$ cat src/rtl/dmnc_pkg.sv
`timescale 1ns / 1ps
`default_nettype none
// ----------------------------------------------------------------------------
// dmnc_pkg: shared types and constants of the MESI node controller
// Message codes, line and directory states, and the result record.
// ----------------------------------------------------------------------------
package dmnc_pkg;

    localparam int Nodes      = 4;
    localparam int MemBlocks  = 16;
    localparam int CacheLines = 4;
    localparam int NodeId     = 0;
    localparam int MaxRes     = 4;
    localparam int LineW      = (CacheLines > 1) ? $clog2(CacheLines) : 1;
    localparam int MemW       = (MemBlocks > 1) ? $clog2(MemBlocks) : 1;
    localparam int ResW       = $clog2(MaxRes + 1);

    typedef enum logic [3:0] {
        CMD_LOCAL_RD  = 4'd0,
        CMD_LOCAL_WR  = 4'd1,
        CMD_RD_REQ    = 4'd2,
        CMD_WR_REQ    = 4'd3,
        CMD_REPLY_RD  = 4'd4,
        CMD_REPLY_WR  = 4'd5,
        CMD_REPLY_ID  = 4'd6,
        CMD_INV       = 4'd7,
        CMD_UPGRADE   = 4'd8,
        CMD_WB_INV    = 4'd9,
        CMD_WB_INT    = 4'd10,
        CMD_FLUSH     = 4'd11,
        CMD_FLUSH_IA  = 4'd12,
        CMD_EVICT_SH  = 4'd13,
        CMD_EVICT_MOD = 4'd14,
        CMD_NONE      = 4'd15
    } cmd_t;

    typedef enum logic [3:0] {
        MSG_RD_REQ    = 4'd0,
        MSG_WR_REQ    = 4'd1,
        MSG_REPLY_RD  = 4'd2,
        MSG_REPLY_WR  = 4'd3,
        MSG_REPLY_ID  = 4'd4,
        MSG_INV       = 4'd5,
        MSG_UPGRADE   = 4'd6,
        MSG_WB_INV    = 4'd7,
        MSG_WB_INT    = 4'd8,
        MSG_FLUSH     = 4'd9,
        MSG_FLUSH_IA  = 4'd10,
        MSG_EVICT_SH  = 4'd11,
        MSG_EVICT_MOD = 4'd12
    } msg_t;

    localparam logic [1:0] ST_M = 2'd0;
    localparam logic [1:0] ST_E = 2'd1;
    localparam logic [1:0] ST_S = 2'd2;
    localparam logic [1:0] ST_I = 2'd3;
    localparam logic [1:0] D_EM = 2'd0;
    localparam logic [1:0] D_S  = 2'd1;
    localparam logic [1:0] D_U  = 2'd2;

    typedef struct packed {
        logic [3:0] command;
        logic [1:0] sender;
        logic [7:0] address;
        logic [7:0] value;
        logic [3:0] sharers;
        logic [1:0] second_receiver;
    } in_item_t;

    typedef struct packed {
        logic [3:0] msg_kind;
        logic [1:0] dest;
        logic [7:0] out_address;
        logic [7:0] out_value;
        logic [3:0] out_sharers;
        logic [1:0] out_requester;
        logic       last_of_run;
    } out_item_t;

    typedef out_item_t [MaxRes-1:0] res_list_t;

endpackage
`default_nettype wire

$ cat src/rtl/dmnc_if.sv
`timescale 1ns / 1ps
`default_nettype none
// ----------------------------------------------------------------------------
// dmnc_in_if / dmnc_out_if: valid/ready channels of the node controller
// One transfer at each edge where valid and ready are both high.
// ----------------------------------------------------------------------------
interface dmnc_in_if;
    logic                      valid;
    logic                      ready;
    dmnc_pkg::in_item_t        data;
    modport source (output valid, output data, input ready);
    modport sink (input valid, input data, output ready);
endinterface

interface dmnc_out_if;
    logic                      valid;
    logic                      ready;
    dmnc_pkg::out_item_t       data;
    modport source (output valid, output data, input ready);
    modport sink (input valid, input data, output ready);
endinterface
`default_nettype wire

$ cat src/rtl/dmnc_core.sv
`timescale 1ns / 1ps
`default_nettype none
// ----------------------------------------------------------------------------
// dmnc_core: state update of the node controller
// Applies one item to cache, directory and memory and builds its results.
// ----------------------------------------------------------------------------
module dmnc_core (
    input  wire logic                 clk,
    input  wire logic                 rst_n,
    input  wire logic                 step,
    input  dmnc_pkg::in_item_t        item,
    output dmnc_pkg::res_list_t       res,
    output logic [dmnc_pkg::ResW-1:0] res_count
);
    import dmnc_pkg::*;

    logic [7:0] line_tag_reg [CacheLines];
    logic [7:0] line_data_reg [CacheLines];
    logic [1:0] line_status_reg [CacheLines];
    logic [7:0] block_data_reg [MemBlocks];
    logic [1:0] dir_status_reg [MemBlocks];
    logic [3:0] dir_holders_reg [MemBlocks];
    logic       awaiting_reply_reg;
    logic [7:0] pend_addr_reg;
    logic [7:0] pend_value_reg;

    logic [7:0] tag_next, ldata_next, bdata_next, paddr_next, pval_next;
    logic [1:0] lstat_next, dstat_next;
    logic [3:0] dhold_next;
    logic       await_next;
    logic [LineW-1:0] li;
    logic [MemW-1:0]  mi;
    logic [3:0] home, sbit, h, hrest;
    logic [7:0] addr, otag, oldd;
    logic [1:0] ost, ds;
    logic       hit, is_home;
    logic [2:0] cnt;
    logic [1:0] own, lastn;
    out_item_t  evict_msg;
    logic       evict_v;
    logic [ResW-1:0] n;

    function automatic out_item_t mk(logic [3:0] k, logic [3:0] d, logic [7:0] a,
                                     logic [7:0] v, logic [3:0] s, logic [1:0] r);
        out_item_t o;
        o.msg_kind = k;
        o.dest = d[1:0];
        o.out_address = a;
        o.out_value = v;
        o.out_sharers = s;
        o.out_requester = r;
        o.last_of_run = 1'b0;
        return o;
    endfunction

    always_comb
    begin
        addr = item.address;
        home = addr[7:4];
        li = LineW'(addr[3:0] % CacheLines);
        mi = MemW'(addr[3:0] % MemBlocks);
        sbit = 4'(1) << item.sender;
        otag = line_tag_reg[li];
        oldd = line_data_reg[li];
        ost = line_status_reg[li];
        hit = (otag == addr) && (ost != ST_I);
        is_home = (home == 4'(NodeId));
        h = dir_holders_reg[mi];
        hrest = h & ~sbit;
        ds = dir_status_reg[mi];
        if (ds == 2'd3 || ((item.command == CMD_RD_REQ || item.command == CMD_WR_REQ)
                           && ds == D_EM && h == 4'd0))
        begin
            ds = D_U;
        end
        own = h[0] ? 2'd0 : h[1] ? 2'd1 : h[2] ? 2'd2 : 2'd3;
        cnt = 3'(hrest[0]) + 3'(hrest[1]) + 3'(hrest[2]) + 3'(hrest[3]);
        lastn = hrest[3] ? 2'd3 : hrest[2] ? 2'd2 : hrest[1] ? 2'd1 : 2'd0;
        evict_v = (ost != ST_I) && (otag != addr);
        evict_msg = (ost == ST_M) ? mk(MSG_EVICT_MOD, otag[7:4], otag, oldd, 4'd0, 2'd0)
                                  : mk(MSG_EVICT_SH, otag[7:4], otag, 8'd0, 4'd0, 2'd0);
        tag_next = otag;
        ldata_next = oldd;
        lstat_next = ost;
        bdata_next = block_data_reg[mi];
        dstat_next = dir_status_reg[mi];
        dhold_next = h;
        await_next = awaiting_reply_reg;
        paddr_next = pend_addr_reg;
        pval_next = pend_value_reg;
        res = '0;
        n = '0;
        unique case (item.command)
            CMD_LOCAL_RD:
            begin
                if (!hit)
                begin
                    res[0] = mk(MSG_RD_REQ, home, addr, 8'd0, 4'd0, 2'd0);
                    n = ResW'(1);
                    await_next = 1'b1;
                end
            end
            CMD_LOCAL_WR:
            begin
                paddr_next = addr;
                pval_next = item.value;
                if (hit && ost != ST_S)
                begin
                    ldata_next = item.value;
                    lstat_next = ST_M;
                end
                else
                begin
                    res[0] = mk(hit ? MSG_UPGRADE : MSG_WR_REQ, home, addr, item.value,
                                4'd0, 2'd0);
                    n = ResW'(1);
                    await_next = 1'b1;
                end
            end
            CMD_RD_REQ, CMD_WR_REQ:
            begin
                n = ResW'(1);
                if (ds == D_EM)
                begin
                    res[0] = mk((item.command == CMD_RD_REQ) ? MSG_WB_INT : MSG_WB_INV,
                                {2'd0, own}, addr, 8'd0, 4'd0, item.sender);
                end
                else if (item.command == CMD_RD_REQ)
                begin
                    dhold_next = h | sbit;
                    dstat_next = D_S;
                    res[0] = mk(MSG_REPLY_RD, {2'd0, item.sender}, addr,
                                block_data_reg[mi], 4'd0, 2'd0);
                end
                else
                begin
                    res[0] = (ds == D_S)
                        ? mk(MSG_REPLY_ID, {2'd0, item.sender}, addr, block_data_reg[mi],
                             hrest, 2'd0)
                        : mk(MSG_REPLY_WR, {2'd0, item.sender}, addr, block_data_reg[mi],
                             4'd0, 2'd0);
                    dstat_next = D_EM;
                    dhold_next = sbit;
                end
            end
            CMD_REPLY_RD, CMD_REPLY_WR, CMD_FLUSH, CMD_FLUSH_IA:
            begin
                if (is_home && item.command == CMD_FLUSH)
                begin
                    bdata_next = item.value;
                    dstat_next = D_S;
                    dhold_next = h | sbit;
                end
                else if (is_home && item.command == CMD_FLUSH_IA)
                begin
                    bdata_next = item.value;
                end
                else
                begin
                    if (evict_v)
                    begin
                        res[0] = evict_msg;
                        n = ResW'(1);
                    end
                    tag_next = addr;
                    if (item.command == CMD_REPLY_WR || item.command == CMD_FLUSH_IA)
                    begin
                        ldata_next = (pend_addr_reg == addr) ? pend_value_reg : item.value;
                        lstat_next = ST_M;
                    end
                    else
                    begin
                        ldata_next = item.value;
                        lstat_next = ST_S;
                    end
                    await_next = 1'b0;
                end
            end
            CMD_REPLY_ID:
            begin
                for (int i = 0; i < 4; i++)
                begin
                    if (i < Nodes && item.sharers[i] && i != NodeId)
                    begin
                        res[n[1:0]] = mk(MSG_INV, 4'(i), addr, 8'd0, 4'd0, 2'd0);
                        n = n + ResW'(1);
                    end
                end
                ldata_next = oldd;
                if (otag != addr || ost == ST_I)
                begin
                    if (evict_v)
                    begin
                        if (n < ResW'(MaxRes))
                        begin
                            res[n[1:0]] = evict_msg;
                            n = n + ResW'(1);
                        end
                    end
                    tag_next = addr;
                    ldata_next = item.value;
                end
                if (pend_addr_reg == addr)
                begin
                    ldata_next = pend_value_reg;
                end
                lstat_next = ST_M;
                await_next = 1'b0;
            end
            CMD_INV:
            begin
                if (hit)
                begin
                    lstat_next = ST_I;
                end
            end
            CMD_UPGRADE:
            begin
                res[0] = mk(MSG_REPLY_ID, {2'd0, item.sender}, addr, 8'd0, hrest, 2'd0);
                n = ResW'(1);
                dstat_next = D_EM;
                dhold_next = sbit;
            end
            CMD_WB_INV, CMD_WB_INT:
            begin
                if (otag == addr && (ost == ST_M || ost == ST_E))
                begin
                    res[0] = mk((item.command == CMD_WB_INV) ? MSG_FLUSH_IA : MSG_FLUSH,
                                home, addr, oldd, 4'd0, 2'd0);
                    res[1] = mk((item.command == CMD_WB_INV) ? MSG_FLUSH_IA : MSG_FLUSH,
                                {2'd0, item.second_receiver}, addr, oldd, 4'd0, 2'd0);
                    n = ({2'd0, item.second_receiver} != home) ? ResW'(2) : ResW'(1);
                    lstat_next = (item.command == CMD_WB_INV) ? ST_I : ST_S;
                end
            end
            CMD_EVICT_SH:
            begin
                if (is_home)
                begin
                    dhold_next = hrest;
                    if (cnt == 3'd0)
                    begin
                        dstat_next = D_U;
                    end
                    else if (cnt == 3'd1)
                    begin
                        dstat_next = D_EM;
                        res[0] = mk(MSG_EVICT_SH, {2'd0, lastn}, addr, 8'd0, 4'd0, 2'd0);
                        n = ResW'(1);
                    end
                end
                else if (otag == addr && ost == ST_S)
                begin
                    lstat_next = ST_E;
                end
            end
            CMD_EVICT_MOD:
            begin
                if (is_home)
                begin
                    bdata_next = item.value;
                    dstat_next = D_U;
                    dhold_next = hrest;
                end
            end
            default:
            begin
            end
        endcase
        if (n != '0)
        begin
            res[2'(n - ResW'(1))].last_of_run = 1'b1;
        end
        res_count = n;
    end

    always_ff @(posedge clk or negedge rst_n)
    begin
        if (!rst_n)
        begin
            for (int i = 0; i < CacheLines; i++)
            begin
                line_tag_reg[i] <= 8'hFF;
                line_data_reg[i] <= 8'd0;
                line_status_reg[i] <= ST_I;
            end
            for (int i = 0; i < MemBlocks; i++)
            begin
                block_data_reg[i] <= 8'(20 * NodeId + i);
                dir_status_reg[i] <= D_U;
                dir_holders_reg[i] <= 4'd0;
            end
            awaiting_reply_reg <= 1'b0;
            pend_addr_reg <= 8'd0;
            pend_value_reg <= 8'd0;
        end
        else if (step)
        begin
            line_tag_reg[li] <= tag_next;
            line_data_reg[li] <= ldata_next;
            line_status_reg[li] <= lstat_next;
            block_data_reg[mi] <= bdata_next;
            dir_status_reg[mi] <= dstat_next;
            dir_holders_reg[mi] <= dhold_next;
            awaiting_reply_reg <= await_next;
            pend_addr_reg <= paddr_next;
            pend_value_reg <= pval_next;
        end
    end

endmodule
`default_nettype wire

$ cat src/rtl/directory_mesi_node_controller_top.sv
`timescale 1ns / 1ps
`default_nettype none
// ----------------------------------------------------------------------------
// directory_mesi_node_controller_top: one node of a directory MESI system
// Registers an input item, applies it and streams its outgoing messages.
// ----------------------------------------------------------------------------
// channel   dir  payload
// in_ch     in   command sender address value sharers second_receiver
// out_ch    out  msg_kind dest out_address out_value out_sharers out_requester
//                last_of_run
// An accepted item is registered, applied to state once the buffer can take its
// 0..4 results, which are then sent one per cycle while out_ch is ready.
// The next item is taken once the buffer is empty or its last message is taken.
// Reset restores cache, directory and memory at once.
// ----------------------------------------------------------------------------
module directory_mesi_node_controller_top (
    input wire logic  clk,
    input wire logic  rst_n,
    dmnc_in_if.sink   in_ch,
    dmnc_out_if.source out_ch
);
    import dmnc_pkg::*;

    in_item_t        item_reg;
    logic            item_v_reg;
    res_list_t       buf_reg;
    logic [ResW-1:0] cnt_reg;
    logic [ResW-1:0] idx_reg;
    res_list_t       res;
    logic [ResW-1:0] res_count;
    logic            buf_busy, buf_last, step;

    dmnc_core u_core (
        .clk       (clk),
        .rst_n     (rst_n),
        .step      (step),
        .item      (item_reg),
        .res       (res),
        .res_count (res_count)
    );

    assign buf_busy = (idx_reg != cnt_reg);
    assign buf_last = out_ch.ready && (idx_reg + ResW'(1) == cnt_reg);
    assign step = item_v_reg && (!buf_busy || buf_last);
    assign in_ch.ready = !item_v_reg || step;
    assign out_ch.valid = buf_busy;
    assign out_ch.data = buf_reg[idx_reg[1:0]];

    always_ff @(posedge clk or negedge rst_n)
    begin
        if (!rst_n)
        begin
            item_v_reg <= 1'b0;
            cnt_reg <= '0;
            idx_reg <= '0;
        end
        else
        begin
            if (in_ch.ready)
            begin
                item_v_reg <= in_ch.valid;
            end
            if (step)
            begin
                cnt_reg <= res_count;
                idx_reg <= '0;
            end
            else if (buf_busy && out_ch.ready)
            begin
                idx_reg <= idx_reg + ResW'(1);
            end
        end
    end

    always_ff @(posedge clk)
    begin
        if (in_ch.ready && in_ch.valid)
        begin
            item_reg <= in_ch.data;
        end
        if (step)
        begin
            buf_reg <= res;
        end
    end

endmodule
`default_nettype wire

$ cat src/flat_wrapper.sv
// flat-port wrapper written by rule: the top's interface ports become plain ports
module directory_mesi_node_controller_top_flat import dmnc_pkg::*;
  (clk, rst_n, in_ch_valid, in_ch_data, in_ch_ready, out_ch_valid, out_ch_data, out_ch_ready);
  dmnc_in_if in_ch_i ();
  dmnc_out_if out_ch_i ();
  input wire logic clk;
  input wire logic rst_n;
  input wire logic [$bits(in_ch_i.valid)-1:0] in_ch_valid;
  input wire logic [$bits(in_ch_i.data)-1:0] in_ch_data;
  output wire logic [$bits(in_ch_i.ready)-1:0] in_ch_ready;
  output wire logic [$bits(out_ch_i.valid)-1:0] out_ch_valid;
  output wire logic [$bits(out_ch_i.data)-1:0] out_ch_data;
  input wire logic [$bits(out_ch_i.ready)-1:0] out_ch_ready;
  assign in_ch_i.valid = in_ch_valid;
  assign in_ch_i.data = in_ch_data;
  assign in_ch_ready = in_ch_i.ready;
  assign out_ch_valid = out_ch_i.valid;
  assign out_ch_data = out_ch_i.data;
  assign out_ch_i.ready = out_ch_ready;
  directory_mesi_node_controller_top u_core (.clk(clk), .rst_n(rst_n), .in_ch(in_ch_i), .out_ch(out_ch_i));
endmodule
$ cat config.mk
export PLATFORM = sky130hd
export DESIGN_NAME = directory_mesi_node_controller_top_flat
export DESIGN_NICKNAME = d
export VERILOG_FILES = /design/src/rtl/dmnc_pkg.sv /design/src/rtl/dmnc_if.sv /design/src/rtl/dmnc_core.sv /design/src/rtl/directory_mesi_node_controller_top.sv /design/src/flat_wrapper.sv
export SDC_FILE = /design/constraint.sdc
export NUM_CORES = 1
export LEC_CHECK = 0
export BUFFER_PORTS_ARGS = -buffer_cell sky130_fd_sc_hd__clkbuf_2
export CORE_MARGIN = 4
export CORE_UTILIZATION = 55
export DETAILED_ROUTE_END_ITERATION = 8
export PLACE_DENSITY = 0.81
export SYNTH_ARGS = -nofsm -noshare
export SYNTH_HDL_FRONTEND = slang
export SYNTH_SLANG_ARGS = --single-unit
$ cat constraint.sdc
create_clock -name clk -period 5.63 [get_ports clk]
set_input_delay 0 -clock clk [delete_from_list [all_inputs] [get_ports clk]]
set_output_delay 0 -clock clk [all_outputs]
set_load 0.01 [all_outputs]
==> qor.txt, run 1 <==
run status: finished with violations
violated checks: design-rule violations
FF+latch count, synth: 444
Avg WL per Cell: 22.5 um
Area contributors post-synth: dfrtp_1 26%, edfxtp_1 17%, dfstp_2 10%
unrepaired setup endpoints after global routing: false
XOR/XNOR share of the synthesized area: 1.17%
post-synthesis mux area share: 12.9%
top-area cell type share of the netlist area: 26.0%
placed cells: 2,476
Compound-Gate Fraction of Synth Area: 15.1%
WS Path Type: register to register
first-pass GRT wire length: 92.8 mm
clock tree root driver cell: clkbuf_16
crit-path leading delay family: simple AND/OR/NAND/NOR gates
Slew HR: 14.0%
endpoints failing hold: 0
routability cong.: 0.922
R2R depth: 14
WL final: 58.2 mm
drt via density: 6.48
cts hold-fix bufs: 32
Final #Nets: 2,075
GRT Util Overall: 26.3%
worst r2r src: u_core.item_reg[16]$_DFFE_PP_
most frequent cells in the layout: 243 x nor2_1, 231 x dfrtp_1, 225 x a21oi_1
Period Utilization, post-route: 78.1%
static leakage power: 9.76 nW
initial antenna violation count: 0
Most Frequent Cell on Critical Path: nor2_1
Worst-Skew Late Latency: 0.56 ns
die height: 209 um
Buffers on Ports: 61
worst path required time: 6.05 ns
max reg flops: 128
worst hold path class: primary input to asynchronous set/reset pin
Buffers & Inverters on Critical Path: 0
commonest non-fill, non-tap cell in the layout: nor2_1
DIE AREA: 43,700 um^2
cts bufs inserted: 45
Critical Path Source: u_core.item_reg[16]$_DFFE_PP_
Core ar.: 39,800 um^2
largest family of logic cells by synthesized area: compound AO/OA/AOI/OAI gates
Post-Layout Cell Count: 2,592
clk sink count: 444
FMAX: 228 MHz
final routed DRC violation total: 1
Layout Skew: 0.0181 ns
Stages on worst setup path: 14
simple-gate share of the synthesized area: 12.6%
Area Growth Syn to Fin: 10.5%
Synth area leader: dfrtp_1
top_reg_cell synth: dfrtp_1
initial detailed-routing violation count: 2,070
die width: 209 um
# H-tree levels: 2
clk slew on worst S/H paths: 0.06 ns
Mapped Cells: 1,997
Post-synth EDFFs: 125
peak supply drop: 0.419 mV
Crit. End Element: register
hpwl dp: 37.0 mm
Slowest cell on crit path: edfxtp_1
cell area power density: 647 nW/um^2
GRT overflow: 0
register-to-register setup slack: 1.24 ns
io pins: 63
slew at the pin closest to its max-slew limit: 1.25 ns
CTS tree: yes
post-route ant nets: 0
critical-path cell list: nor2_1 -> a22oi_1 -> nand2_1 -> o21ai_0 -> xor2_1 -> xnor2_1 -> ha_1 -> ha_1 -> nor2_1 -> nand2_1 -> nor3_1 -> nor2_1 -> nand3_1 -> a22o_1
CTS max path bufs: 3
Critical Path Sink: u_core.buf_reg[17]$_SDFFCE_PN0P_
syn avg cell area: 11.1 um^2
Post-CTS Setup Bufs: 0
Period minus WS final: 4.39 ns
Max FO, Critical Path: 11
post-synthesis async set-or-reset flop share: 71.8%
ant diodes: 0
final setup TNS: 0 ns
post-CTS resize count: 0
Ys Warns: 0
first drt pass iteration count: 9
via count: 16.8k
reg-to-reg endpoint: u_core.buf_reg[17]$_SDFFCE_PN0P_
vias in the first global route: 16.9k
total of max-cap violations: 0
Data arrival, critical path: 4.81 ns
CP Launch Type: register
Synth Area in Adders: 0.777%
row count: 73
Unique masters post-synth: 95
post-synthesis cell area: 22,200 um^2
Max Slew Vio Count: 0
Setup Viol. Count Final: 0
CP max stage delay: 0.64 ns
sequential fraction of the synthesis area: 53.3%
share of cells above drive strength 1: 20.9%
largest net degree at the start of global routing: 180
Util after Layout: 61.6%
Synth Net Count: 2,042
initial core utilization: 55.8%
[routing by layer]
metal / vias to the layer above / routed length, um / GRT usage [%]
met5: - / 0 / 0
li1: 7329 / - / -
met4: 0 / 2220 / 9.95
met2: 878 / 28500 / 42.9
met1: 8417 / 22500 / 35.7
met3: 165 / 5020 / 4.67
[worst min-delay path by stage]
stage / endpoint / slack, ns / depth (start not counted)
floorplan: u_core.cnt_reg[0]$_DFFE_PN0P_ / -0.30 / 0
global placement: u_core.u_core.dir_holders_reg[18]$_DFFE_PN0P_ / -0.06 / 1
detailed placement: u_core.u_core.dir_holders_reg[23]$_DFFE_PN0P_ / -0.05 / 1
CTS: u_core.u_core.dir_status_reg[31]$_DFFE_PN1P_ / 0.01 / 2
global route: u_core.u_core.dir_status_reg[31]$_DFFE_PN1P_ / 0.04 / 2
finish: u_core.u_core.dir_status_reg[31]$_DFFE_PN1P_ / 0.02 / 2
[where the power goes]
part	leakage, nW	switching, W	internal, W	total [W]
sequential	5.05	0.000830	0.00517	0.00600
combinational	4.01	0.00440	0.00258	0.00698
clock	0.703	0.00126	0.00165	0.00291
[logic make-up after synthesis]
family	after synthesis
AO/OA/AOI/OAI	546
XOR/XNOR	27
adder cells (fa/ha/maj)	14
buffers and inverters	176
flip-flops	444
multiplexers	156
AND/OR/NAND/NOR	634
[layout make-up]
class                      count  area [um^2]
multi-input combinational   1377         9490
sequential                   444        11800
fill                        3008        15300
clock buffer                  68         1290
clock inverter                16          136
inverter                      25         96.3
tap                          525          657
timing repair buffer         137         1020
[cells in the mapped netlist (10+ instances only)]
library cell  number
mux2i_1           32
clkbuf_1          77
a21oi_1          225
buf_4             12
dfrtp_1          231
o31ai_1           22
buf_2             31
xnor2_1           16
inv_1             22
nor3_1            18
a22oi_1           13
o21ai_0          154
and3_1            16
a21oi_2           12
dfstp_2           88
buf_6             19
nand2b_1          12
a22o_1            16
buf_1             10
a221o_1           10
nor2_1           248
nand2_1          220
mux4_2            90
nand3_1           39
nor2b_1           13
ha_1              13
mux2_2            25
edfxtp_1         125
and2_1            18
a31oi_1           21
[metrics by stage]
step	setup WS, ns	power [W]	instance area (um^2)	hold slack [ns]
CTS	1.28	0.0158	24500	0.0130
finish	1.24	0.0159	24500	0.0234
global route	0.788	0.0168	24500	0.0352
floorplan	0.698	0.0109	22200	-0.296
detailed placement	1.33	0.0128	22800	-0.0531
global placement	1.38	0.0124	22800	-0.0616
(Power assumes the default switching activity.)
==> inputs of run 2 (changes only) <==
--- a/config.mk
+++ b/config.mk
@@ -9,7 +9,7 @@
 export CORE_MARGIN = 4
 export CORE_UTILIZATION = 55
 export DETAILED_ROUTE_END_ITERATION = 8
-export PLACE_DENSITY = 0.81
+export PLACE_DENSITY = 0.83
 export SYNTH_ARGS = -nofsm -noshare
 export SYNTH_HDL_FRONTEND = slang
 export SYNTH_SLANG_ARGS = --single-unit
==> constraint.sdc (replaced) <==
create_clock -name clk -period 3.9 [get_ports clk]
set_input_delay 0 -clock clk [delete_from_list [all_inputs] [get_ports clk]]
set_output_delay 0 -clock clk [all_outputs]
set_load 0.01 [all_outputs]
==> qor.txt, run 2 (synthesized netlist as in run 1, its figures left out) <==
Slew HR: 28.8%
GRT Util Overall: 27.0%
Most Frequent Cell on Critical Path: ha_1
Slowest cell on crit path: mux4_1
cts bufs inserted: 44
Area Growth Syn to Fin: 12.9%
Max Slew Vio Count: 0
die height: 209 um
via count: 17.0k
Final #Nets: 2,130
ant diodes: 0
CTS max path bufs: 3
commonest non-fill, non-tap cell in the layout: nor2_1
DIE AREA: 43,700 um^2
CP max stage delay: 0.55 ns
initial core utilization: 55.8%
Period Utilization, post-route: 95.1%
drt via density: 6.41
Multi-input gate area: 9520 um^2
Period minus WS final: 3.71 ns
initial detailed-routing violation count: 1,716
hpwl dp: 39.2 mm
# H-tree levels: 2
run status: finished with violations
routability cong.: 0.946
FMAX: 270 MHz
die width: 209 um
unrepaired setup endpoints after global routing: false
first-pass GRT wire length: 94.4 mm
Data arrival, critical path: 4.02 ns
Avg WL per Cell: 22.6 um
power after layout: 0.0237 W
endpoints failing hold: 0
cell area power density: 944 nW/um^2
static leakage power: 10.1 nW
worst path required time: 4.21 ns
initial antenna violation count: 2
largest net degree at the start of global routing: 139
most frequent cells in the layout: 243 x nor2_1, 231 x dfrtp_1, 225 x a21oi_1
critical-path cell list: buf_12 -> mux4_1 -> a22oi_1 -> a21oi_1 -> xor2_1 -> xnor2_1 -> ha_1 -> ha_1 -> nor2_1 -> nand2_1 -> nor3_1 -> buf_4 -> o21ai_0 -> o21ai_1 -> a221oi_1 -> nand3_1
fill count: 2,955
Crit. End Element: register
first drt pass iteration count: 8
WS Path Type: register to register
final setup TNS: 0 ns
clock tree root driver cell: clkbuf_16
peak supply drop: 0.691 mV
Core ar.: 39,800 um^2
max reg flops: 128
WL final: 59.7 mm
clk sink count: 444
Setup Viol. Count Final: 0
Layout Skew: 0.0252 ns
post-route ant nets: 0
violated checks: design-rule violations
row count: 73
vias in the first global route: 16.8k
clk slew on worst S/H paths: 0.06 ns
Buffers & Inverters on Critical Path: 2
Buffers on Ports: 61
final routed DRC violation total: 1
CP Launch Type: register
io pins: 63
GRT overflow: 0
Worst-Skew Late Latency: 0.59 ns
CTS tree: yes
slew at the pin closest to its max-slew limit: 1.07 ns
Max FO, Critical Path: 16
crit-path leading delay family: compound AO/OA/AOI/OAI gates
share of cells above drive strength 1: 23.4%
total of max-cap violations: 0
register area: 11,800 um^2
worst hold path class: primary input to asynchronous set/reset pin
## run 2: final cells by class
| cell class | count | area share [%] |
|---|---|---|
| sequential | 444 | 47.2 |
| multi-input combinational | 1377 | 38.0 |
| timing repair buffer | 193 | 5.98 |
| clock buffer | 65 | 5.03 |
| tap | 525 | 2.62 |
| clock inverter | 17 | 0.768 |
| inverter | 25 | 0.379 |
## run 2: per-stage QoR
stage	cells	setup WS, ns	util (%)	hold slack [ns]	area, um^2
CTS	2641	0.0628	62.8	0.113	25000
global route	2646	0.00649	63.0	0.137	25100
detailed placement	2528	0.0887	58.3	0.179	23200
floorplan	1997	0.205	-	-0.296	22200
global placement	2528	0.196	58.3	0.176	23200
finish	2646	0.192	63.0	0.124	25100
## run 2: power breakdown
part	total (W)	leakage, nW	switching, W	internal, W
registers	0.00866	5.05	0.00121	0.00745
logic	0.0107	4.30	0.00653	0.00418
clock network	0.00431	0.712	0.00185	0.00246
total	0.0237	10.1	0.00959	0.0141
## run 2: timing repair
item,in CTS,in global routing
hold buffers,31,0
gates resized for setup,0,12
setup endpoints to repair,0,75
buffers inserted,0,5
endpoints found under the hold margin,137,0
## run 2: path summary, 6_finish.rpt
path | start | slack (ns) | endpoint | depth (start not counted)
setup reg to reg | u_core.item_reg[14]$_DFFE_PP_ | 0.19 | u_core.buf_reg[24]$_SDFFCE_PN0P_ | 16
setup / recovery | u_core.item_reg[14]$_DFFE_PP_ | 0.19 | u_core.buf_reg[24]$_SDFFCE_PN0P_ | 16
max in group asynchronous | rst_n | 2.61 | u_core.u_core.block_data_reg[3]$_DFFE_PN1P_ | 3
hold reg to reg | u_core.u_core.line_tag_reg[5]$_DFFE_PN1P_ | 0.48 | u_core.u_core.line_tag_reg[5]$_DFFE_PN1P_ | 2
min in group clk | in_ch_data[6] | 0.13 | u_core.item_reg[6]$_DFFE_PP_ | 2
hold / removal | rst_n | 0.12 | u_core.u_core.dir_holders_reg[2]$_DFFE_PN0P_ | 2
## run 2: metal layers
metal  GRT usage, %  wire length (um)  vias up
met2           43.0             28500      975
li1               -                 -     7435
met3           4.46              5750      165
met5              0                25        -
met1           38.1             23300     8377
met4           9.56              2180        4
